$ cat src/rtl/mexp_pkg.sv
// types and constants for the modular exponentiation block
// no dependencies
package mexp_pkg;

    localparam int FIELD_W      = 32;
    localparam int MOD_BITS_DEF = 32;
    localparam int EXP_BITS_DEF = 32;

    // input beat
    typedef struct packed {
        logic [FIELD_W-1:0] base_value;
        logic [FIELD_W-1:0] exponent_value;
        logic [FIELD_W-1:0] modulus_value;
    } t_mexp_in;

    // output beat
    typedef struct packed {
        logic [FIELD_W-1:0] power_result;
        logic               modulus_zero;
    } t_mexp_out;

    // sequencer states
    typedef enum logic [2:0] {
        S_IDLE,
        S_CHECK,
        S_RED,
        S_STEP,
        S_MUL,
        S_SQR,
        S_FINISH
    } t_mexp_state;

    // operand selection for the multiplier
    typedef enum logic [1:0] {
        OP_RED,
        OP_MUL,
        OP_SQR
    } t_mexp_op;

endpackage

$ cat src/rtl/mexp_mulmod.sv
// bit-serial modular multiplier: interleaved double-and-add, one multiplier bit a cycle
// depends on nothing but its parameters
module mexp_mulmod #(
    parameter int MOD_W = 32,
    parameter int BIT_W = 32,
    parameter int CNT_W = $clog2(BIT_W + 1)
) (
    input  logic             i_clk,
    input  logic             i_rst_n,
    input  logic             i_start,
    input  logic [MOD_W-1:0] i_a,
    input  logic [BIT_W-1:0] i_b,
    input  logic [CNT_W-1:0] i_nbits,
    input  logic [MOD_W-1:0] i_m,
    output logic             o_done,
    output logic [MOD_W-1:0] o_prod
);

    logic [MOD_W-1:0] r_r, n_r;
    logic [MOD_W-1:0] r_a, n_a;
    logic [BIT_W-1:0] r_b, n_b;
    logic [CNT_W-1:0] r_cnt, n_cnt;
    logic             r_busy, n_busy;
    logic             r_done, n_done;

    logic [MOD_W+1:0] sum;
    logic [MOD_W+1:0] m1;
    logic [MOD_W+1:0] m2;
    logic [MOD_W+1:0] red;

    // one step: 2r + bit*a stays below 3m, so subtract 0, m or 2m
    always_comb begin
        m1  = (MOD_W+2)'(i_m);
        m2  = (MOD_W+2)'({i_m, 1'b0});
        sum = (MOD_W+2)'({r_r, 1'b0}) + (r_b[BIT_W-1] ? (MOD_W+2)'(r_a) : '0);
        if (sum >= m2) begin
            red = sum - m2;
        end else if (sum >= m1) begin
            red = sum - m1;
        end else begin
            red = sum;
        end
    end

    // load on start, then walk the multiplier bits msb first
    always_comb begin
        n_r    = r_r;
        n_a    = r_a;
        n_b    = r_b;
        n_cnt  = r_cnt;
        n_busy = r_busy;
        n_done = 1'b0;
        if (i_start) begin
            n_r    = '0;
            n_a    = i_a;
            n_b    = i_b;
            n_cnt  = i_nbits;
            n_busy = 1'b1;
        end else if (r_busy) begin
            n_r   = red[MOD_W-1:0];
            n_b   = {r_b[BIT_W-2:0], 1'b0};
            n_cnt = r_cnt - CNT_W'(1);
            if (r_cnt == CNT_W'(1)) begin
                n_busy = 1'b0;
                n_done = 1'b1;
            end
        end
    end

    always_ff @(posedge i_clk) begin
        if (!i_rst_n) begin
            r_busy <= 1'b0;
            r_done <= 1'b0;
        end else begin
            r_busy <= n_busy;
            r_done <= n_done;
        end
        r_r   <= n_r;
        r_a   <= n_a;
        r_b   <= n_b;
        r_cnt <= n_cnt;
    end

    assign o_done = r_done;
    assign o_prod = r_r;

endmodule

$ cat src/rtl/modular_exponentiation.sv
// top level: right-to-left square-and-multiply over a bit-serial modular multiplier
// depends on mexp_pkg and mexp_mulmod
//
//   channel | signals                               | direction
//   --------+---------------------------------------+----------
//   in      | i_in_valid, o_in_ready, i_in_data     | into block
//   out     | o_out_valid, i_out_ready, o_out_data  | out of block
//
// one item at a time; every modular product, the base reduction included, runs in the
// single double-and-add multiplier; scanning stops at the top set exponent bit
// a zero modulus is flagged as its beat is taken and skips the multiplier;
// synchronous active-low reset clears the sequencer
// the next beat is taken while a finished result waits in the output register
module modular_exponentiation #(
    parameter int MOD_BITS = mexp_pkg::MOD_BITS_DEF,
    parameter int EXP_BITS = mexp_pkg::EXP_BITS_DEF
) (
    input  logic                i_clk,
    input  logic                i_rst_n,
    input  logic                i_in_valid,
    output logic                o_in_ready,
    input  mexp_pkg::t_mexp_in  i_in_data,
    output logic                o_out_valid,
    input  logic                i_out_ready,
    output mexp_pkg::t_mexp_out o_out_data
);

    import mexp_pkg::*;

    localparam int BIT_W = (MOD_BITS > FIELD_W) ? MOD_BITS : FIELD_W;
    localparam int CNT_W = $clog2(BIT_W + 1);

    t_mexp_state r_state, n_state;
    t_mexp_op    op_sel;
    logic        mul_start;

    logic [FIELD_W-1:0]  r_base_raw;
    logic [MOD_BITS-1:0] r_mod;
    logic [EXP_BITS-1:0] r_exp;
    logic [MOD_BITS-1:0] r_base;
    logic [MOD_BITS-1:0] r_acc;
    logic                r_zero;
    logic                r_out_valid;
    t_mexp_out           r_out;

    logic [MOD_BITS+FIELD_W-1:0] mod_ext;
    logic [EXP_BITS+FIELD_W-1:0] exp_ext;
    logic [MOD_BITS+FIELD_W-1:0] acc_ext;

    logic                in_beat;
    logic                out_free;
    logic                mod_is_one;
    logic                exp_done;
    logic [MOD_BITS-1:0] acc_op;

    logic [MOD_BITS-1:0] mm_a;
    logic [BIT_W-1:0]    mm_b;
    logic [CNT_W-1:0]    mm_nbits;
    logic                mm_done;
    logic [MOD_BITS-1:0] mm_prod;

    // field masking to the configured widths
    assign mod_ext = (MOD_BITS+FIELD_W)'(i_in_data.modulus_value);
    assign exp_ext = (EXP_BITS+FIELD_W)'(i_in_data.exponent_value);
    assign acc_ext = (MOD_BITS+FIELD_W)'(r_acc);

    assign in_beat    = i_in_valid && o_in_ready;
    assign out_free   = !r_out_valid || i_out_ready;
    assign mod_is_one = (r_mod == MOD_BITS'(1));
    assign exp_done   = (r_exp == '0);
    // the initial 1 reduces to 0 under modulus one
    assign acc_op     = mod_is_one ? '0 : r_acc;

    // operand selection for the multiplier
    always_comb begin
        case (op_sel)
            OP_RED: begin
                mm_a     = MOD_BITS'(1);
                mm_b     = BIT_W'(r_base_raw) << (BIT_W - FIELD_W);
                mm_nbits = CNT_W'(FIELD_W);
            end
            OP_MUL: begin
                mm_a     = acc_op;
                mm_b     = BIT_W'(r_base) << (BIT_W - MOD_BITS);
                mm_nbits = CNT_W'(MOD_BITS);
            end
            default: begin
                mm_a     = r_base;
                mm_b     = BIT_W'(r_base) << (BIT_W - MOD_BITS);
                mm_nbits = CNT_W'(MOD_BITS);
            end
        endcase
    end

    // sequencer: next state and multiplier launches
    always_comb begin
        n_state   = r_state;
        mul_start = 1'b0;
        op_sel    = OP_SQR;
        o_in_ready = 1'b0;
        case (r_state)
            S_IDLE: begin
                o_in_ready = 1'b1;
                if (i_in_valid) begin
                    n_state = S_CHECK;
                end
            end
            S_CHECK: begin
                if (r_mod == '0) begin
                    n_state = S_FINISH;
                end else begin
                    op_sel    = OP_RED;
                    mul_start = 1'b1;
                    n_state   = S_RED;
                end
            end
            S_RED: begin
                if (mm_done) begin
                    n_state = S_STEP;
                end
            end
            S_STEP: begin
                if (exp_done) begin
                    n_state = S_FINISH;
                end else if (r_exp[0]) begin
                    op_sel    = OP_MUL;
                    mul_start = 1'b1;
                    n_state   = S_MUL;
                end else begin
                    op_sel    = OP_SQR;
                    mul_start = 1'b1;
                    n_state   = S_SQR;
                end
            end
            S_MUL: begin
                if (mm_done) begin
                    n_state = S_STEP;
                end
            end
            S_SQR: begin
                if (mm_done) begin
                    n_state = S_STEP;
                end
            end
            S_FINISH: begin
                if (out_free) begin
                    n_state = S_IDLE;
                end
            end
            default: begin
                n_state = S_IDLE;
            end
        endcase
    end

    // control registers
    always_ff @(posedge i_clk) begin
        if (!i_rst_n) begin
            r_state     <= S_IDLE;
            r_out_valid <= 1'b0;
        end else begin
            r_state <= n_state;
            if (r_state == S_FINISH && out_free) begin
                r_out_valid <= 1'b1;
            end else if (i_out_ready) begin
                r_out_valid <= 1'b0;
            end
        end
    end

    // operand and result registers
    always_ff @(posedge i_clk) begin
        if (in_beat) begin
            r_base_raw <= i_in_data.base_value;
            r_mod      <= mod_ext[MOD_BITS-1:0];
            r_exp      <= exp_ext[EXP_BITS-1:0];
            r_acc      <= MOD_BITS'(1);
            r_zero     <= (mod_ext[MOD_BITS-1:0] == '0);
        end
        if (r_state == S_RED && mm_done) begin
            r_base <= mm_prod;
        end
        // multiply retires the low exponent bit
        if (r_state == S_MUL && mm_done) begin
            r_acc    <= mm_prod;
            r_exp[0] <= 1'b0;
        end
        if (r_state == S_SQR && mm_done) begin
            r_base <= mm_prod;
            r_exp  <= r_exp >> 1;
        end
        if (r_state == S_FINISH && out_free) begin
            r_out.power_result <= r_zero ? '0 : acc_ext[FIELD_W-1:0];
            r_out.modulus_zero <= r_zero;
        end
    end

    mexp_mulmod #(
        .MOD_W (MOD_BITS),
        .BIT_W (BIT_W),
        .CNT_W (CNT_W)
    ) u_mulmod (
        .i_clk   (i_clk),
        .i_rst_n (i_rst_n),
        .i_start (mul_start),
        .i_a     (mm_a),
        .i_b     (mm_b),
        .i_nbits (mm_nbits),
        .i_m     (r_mod),
        .o_done  (mm_done),
        .o_prod  (mm_prod)
    );

    assign o_out_valid = r_out_valid;
    assign o_out_data  = r_out;

endmodule

$ cat config.mk
export PLATFORM = sky130hd
export DESIGN_NAME = modular_exponentiation
export DESIGN_NICKNAME = d
export VERILOG_FILES = /design/src/rtl/mexp_pkg.sv /design/src/rtl/mexp_mulmod.sv /design/src/rtl/modular_exponentiation.sv
export SDC_FILE = /design/constraint.sdc
export NUM_CORES = 1
export LEC_CHECK = 0
export ABC_AREA = 1
export BUFFER_PORTS_ARGS = -buffer_cell sky130_fd_sc_hd__buf_2
export CORE_AREA = 2 2 223 181
export CTS_CLUSTER_DIAMETER = 50
export DETAILED_ROUTE_END_ITERATION = 8
export DIE_AREA = 0 0 225 183
export PLACE_DENSITY = 0.72
export SYNTH_ARGS = -nofsm -noshare
export SYNTH_HDL_FRONTEND = slang
export SYNTH_SLANG_ARGS = --single-unit
$ cat constraint.sdc
create_clock -name i_clk -period 10.76 [get_ports i_clk]
set_input_delay 3.228 -clock i_clk [delete_from_list [all_inputs] [get_ports i_clk]]
set_output_delay 3.228 -clock i_clk [all_outputs]
set_load 0.05 [all_outputs]
==> summary.txt <==
Outcome
  • Outcome: finished, final reports clean

STA
  • RSZ-0062 raised after global routing: false
  • Fin. Hold Viols: 0
  • Setup_tns: 0 ns
  • Slew Limit Fails: 0
  • Worst-margin pin slew: ~1.4 ns
  • Min Hold Slack: 0.467 ns
  • Final min period: about 5.5 ns
  • Setup violators final: 0
  • Relative slew slack: slightly above 8%
  • Max frequency: between 150 and 200 MHz
  • Tcrit/Tclk final: between 50% and 60%
  • Worst-case clock skew: around 0.016 ns

Yosys
  • Flops & latches, synth: 302
  • Synthesized instance count: ~2.5k
  • Sequential fraction of the synthesis area: 44.9%
  • Mapped Area: 19200 um2
  • Cell variety after synth: 49
  • Top cell type's share of synthesized area: between 40 and 50%
  • Synth warn: 0
  • Syn Nets: approximately 2.7k
  • Avg Inst Size Synth: slightly below 8 um2
  • Synth area leader: edfxtp_1
  • Largest cells by area after synthesis: edfxtp_1 (40%), nand2_1 (14%), inv_1 (7.5%)

Worst setup path
  • RR Endpoint: u_mulmod.o_prod[31]
  • Crit path max fanout: 32
  • Endpoint class of the critical path: flop
  • R2r setup slk: 5.27 ns
  • Worst path slowest cell: a21oi_2
  • RR Startpoint: u_mulmod.r_b[31]
  • Max incr delay on CP: 1.07 ns
  • Worst reg2reg path depth: 31
  • Most Frequent Cell on Critical Path: nand2_1
  • Data required time of the worst path: approximately 11 ns
  • CP startpoint kind: flop
  • Critical path arrival: roughly 6 ns
  • Crit path kind: reg2reg

Min path
  • Hold path depth: 0
  • Hold Crit Start: u_mulmod.o_prod[3]
  • Hold WC Path Type: reg2reg
  • Hold Crit Endpoint: r_base[3]

Global route
  • Largest net degree at the start of global routing: 66
  • First-pass GRT wire length: around 90000 um
  • Total track usage: ~28%
  • Gr ovfl total: 0
  • Vias in the first global route: 16.0k
  • Antenna violations before repair: 0

CTS
  • Postcts setup bufs: 0
  • Clock transition at path regs: ~0.060 ns
  • Gates resized, CTS repair: 0
  • CTS max path bufs: 3
  • Num CTS Buffers: 37
  • Sink Count: between 300 and 400
  • H-tree level count: 2
  • CTS tree: done
  • Root buf cell: clkbuf_16
  • Clk_lat worst skew: between 0.5 and 0.6 ns
  • Hold Buf Count CTS: 0

Die
  • Core area: between 30000 and 40000 um2
  • Die height: roughly 180 um
  • Initial Util: between 40% and 50%
  • I/O pins: ~140
  • Die area: ~41000 um2
  • Die Width: around 230 um
  • # rows: 65

Final layout
  • Area Growth Syn to Fin: 12.3%
  • ANT cells: 0
  • Share of cells above drive strength 1: between 10% and 20%
  • Final nets: around 2.8k

Route
  • Via/cell ratio: around 5.4
  • DR WL/cell: around 19 um
  • DRC: 0
  • Initial DRC count: ~1.6k
  • Drt first pass iters: 7
  • Via count: about 17k
  • Routed wire length: 58300 um
  • Final ANT Viol Nets: 0

Placement
  • Port bufs: between 100 and 150
  • Post-DP HPWL: ~45000 um
  • Gpl congestion: slightly below 1

Flow run
  • Number of max-cap violations: 0
==> cell usage after synthesis (all sizes together) <==
library cell,instances
nand2,717
inv,391
nor2,263
edfxtp,257
nand3,175
a21oi,154
ha,97
o21ai,85
dfxtp,45
xor2,41
clkbuf,34
a31oi,32
nand4,30
buf,28
nor3,19
nor4,18
o21bai,18
xnor2,16
a21o,10
nand3b,10
or2,8
o211ai,5
a21boi,4
o21a,4
and2,3
fa,3
and3,2
a22oi,1
clkinv,1
mux2i,1
nor3b,1
o22ai,1
o31ai,1
==> layout make-up <==
type | instances | area, um2
clock buffer | 46 | 1000
clock inverter | 21 | 216
fill | 3601 | 17400
inverter | 392 | 1470
multi-input combinational | 1719 | 8820
sequential | 302 | 8620
tap | 502 | 628
timing repair buffer | 151 | 798
==> sequential cells by signal (all words and copies together) (netlist names), 3 cells and up <==
register	flops
o_out_data	33
r_acc	32
r_base	32
r_base_raw	32
r_exp	32
r_mod	32
u_mulmod.o_prod	32
u_mulmod.r_a	32
u_mulmod.r_b	32
u_mulmod.r_cnt	6
r_state	3
==> worst max path at each step <==
stage                     start                   to  slack, ns  cells past startpoint
6_report       u_mulmod.r_b[31]  u_mulmod.o_prod[31]       5.27                     31
5_1_grt        u_mulmod.r_b[31]   u_mulmod.o_prod[3]       4.73                     31
4_1_cts        u_mulmod.r_b[31]  u_mulmod.o_prod[29]       5.43                     31
3_5_place_dp   u_mulmod.r_b[31]  u_mulmod.o_prod[29]       5.45                     31
3_3_place_gp   u_mulmod.r_b[31]   u_mulmod.o_prod[3]       5.59                     31
2_1_floorplan       i_out_ready        o_out_data[0]       4.75                      2
==> cell usage in the layout, fill, tap and decap left out, types with 6 or more instances in the layout <==
cell,instances
nand3_2,11
nor2_1,258
a21oi_2,13
xnor2_1,16
nor3_1,17
nand3b_1,10
inv_2,9
o21bai_1,18
or2_2,7
clkinv_1,9
o21ai_0,80
clkbuf_16,38
nand2_1,704
edfxtp_1,257
nand4_1,30
nand2_2,10
nand3_1,163
a21oi_1,141
xor2_1,41
ha_1,97
inv_1,382
nor4_1,17
clkbuf_1,6
a31oi_1,32
dfxtp_1,45
buf_4,17
buf_2,134
a21o_1,10
==> per-stage QoR <==
stage | utilization, % | area, um2 | worst slack [ns] | instances
after floorplan | - | 19200 | 4.75 | 2475
after global placement | 52.2 | 20300 | 5.59 | 3066
after detailed placement | 52.2 | 20300 | 5.45 | 3066
after CTS | 55.3 | 21600 | 5.43 | 3133
after global routing | 55.3 | 21600 | 4.73 | 3133
final | 55.3 | 21600 | 5.27 | 3133
==> worst max-delay path, delay by kind of cell, from the launching register on <==
kind | cells | cell delay (ns)
adders and majority gates | 3 | 0.87
buffers and inverters | 6 | 0.65
AOI/OAI and AO/OA | 3 | 1.59
and+or+nand+nor | 19 | 1.96
DFF | 1 | 0.32
==> routing by layer <==
metal / track usage (%) / wire length (um)
met1: 41.8 / 27600
met2: 43.5 / 25400
met3: 4.90 / 4350
met4: 5.22 / 883
met5: 0 / 0
==> kinds of logic after synthesis <==
group	count (synthesis)	synth area share [%]
fa+ha+maj	100	6.63
compound gates	315	9.24
mux	1	0.0521
buf+inv	454	9.27
xor+xnor	57	2.60
flops	302	44.9
simple gates	1246	27.3
Power is not shown: default switching activity piles up to over one toggle a cycle in this logic, so the estimate is an artifact.
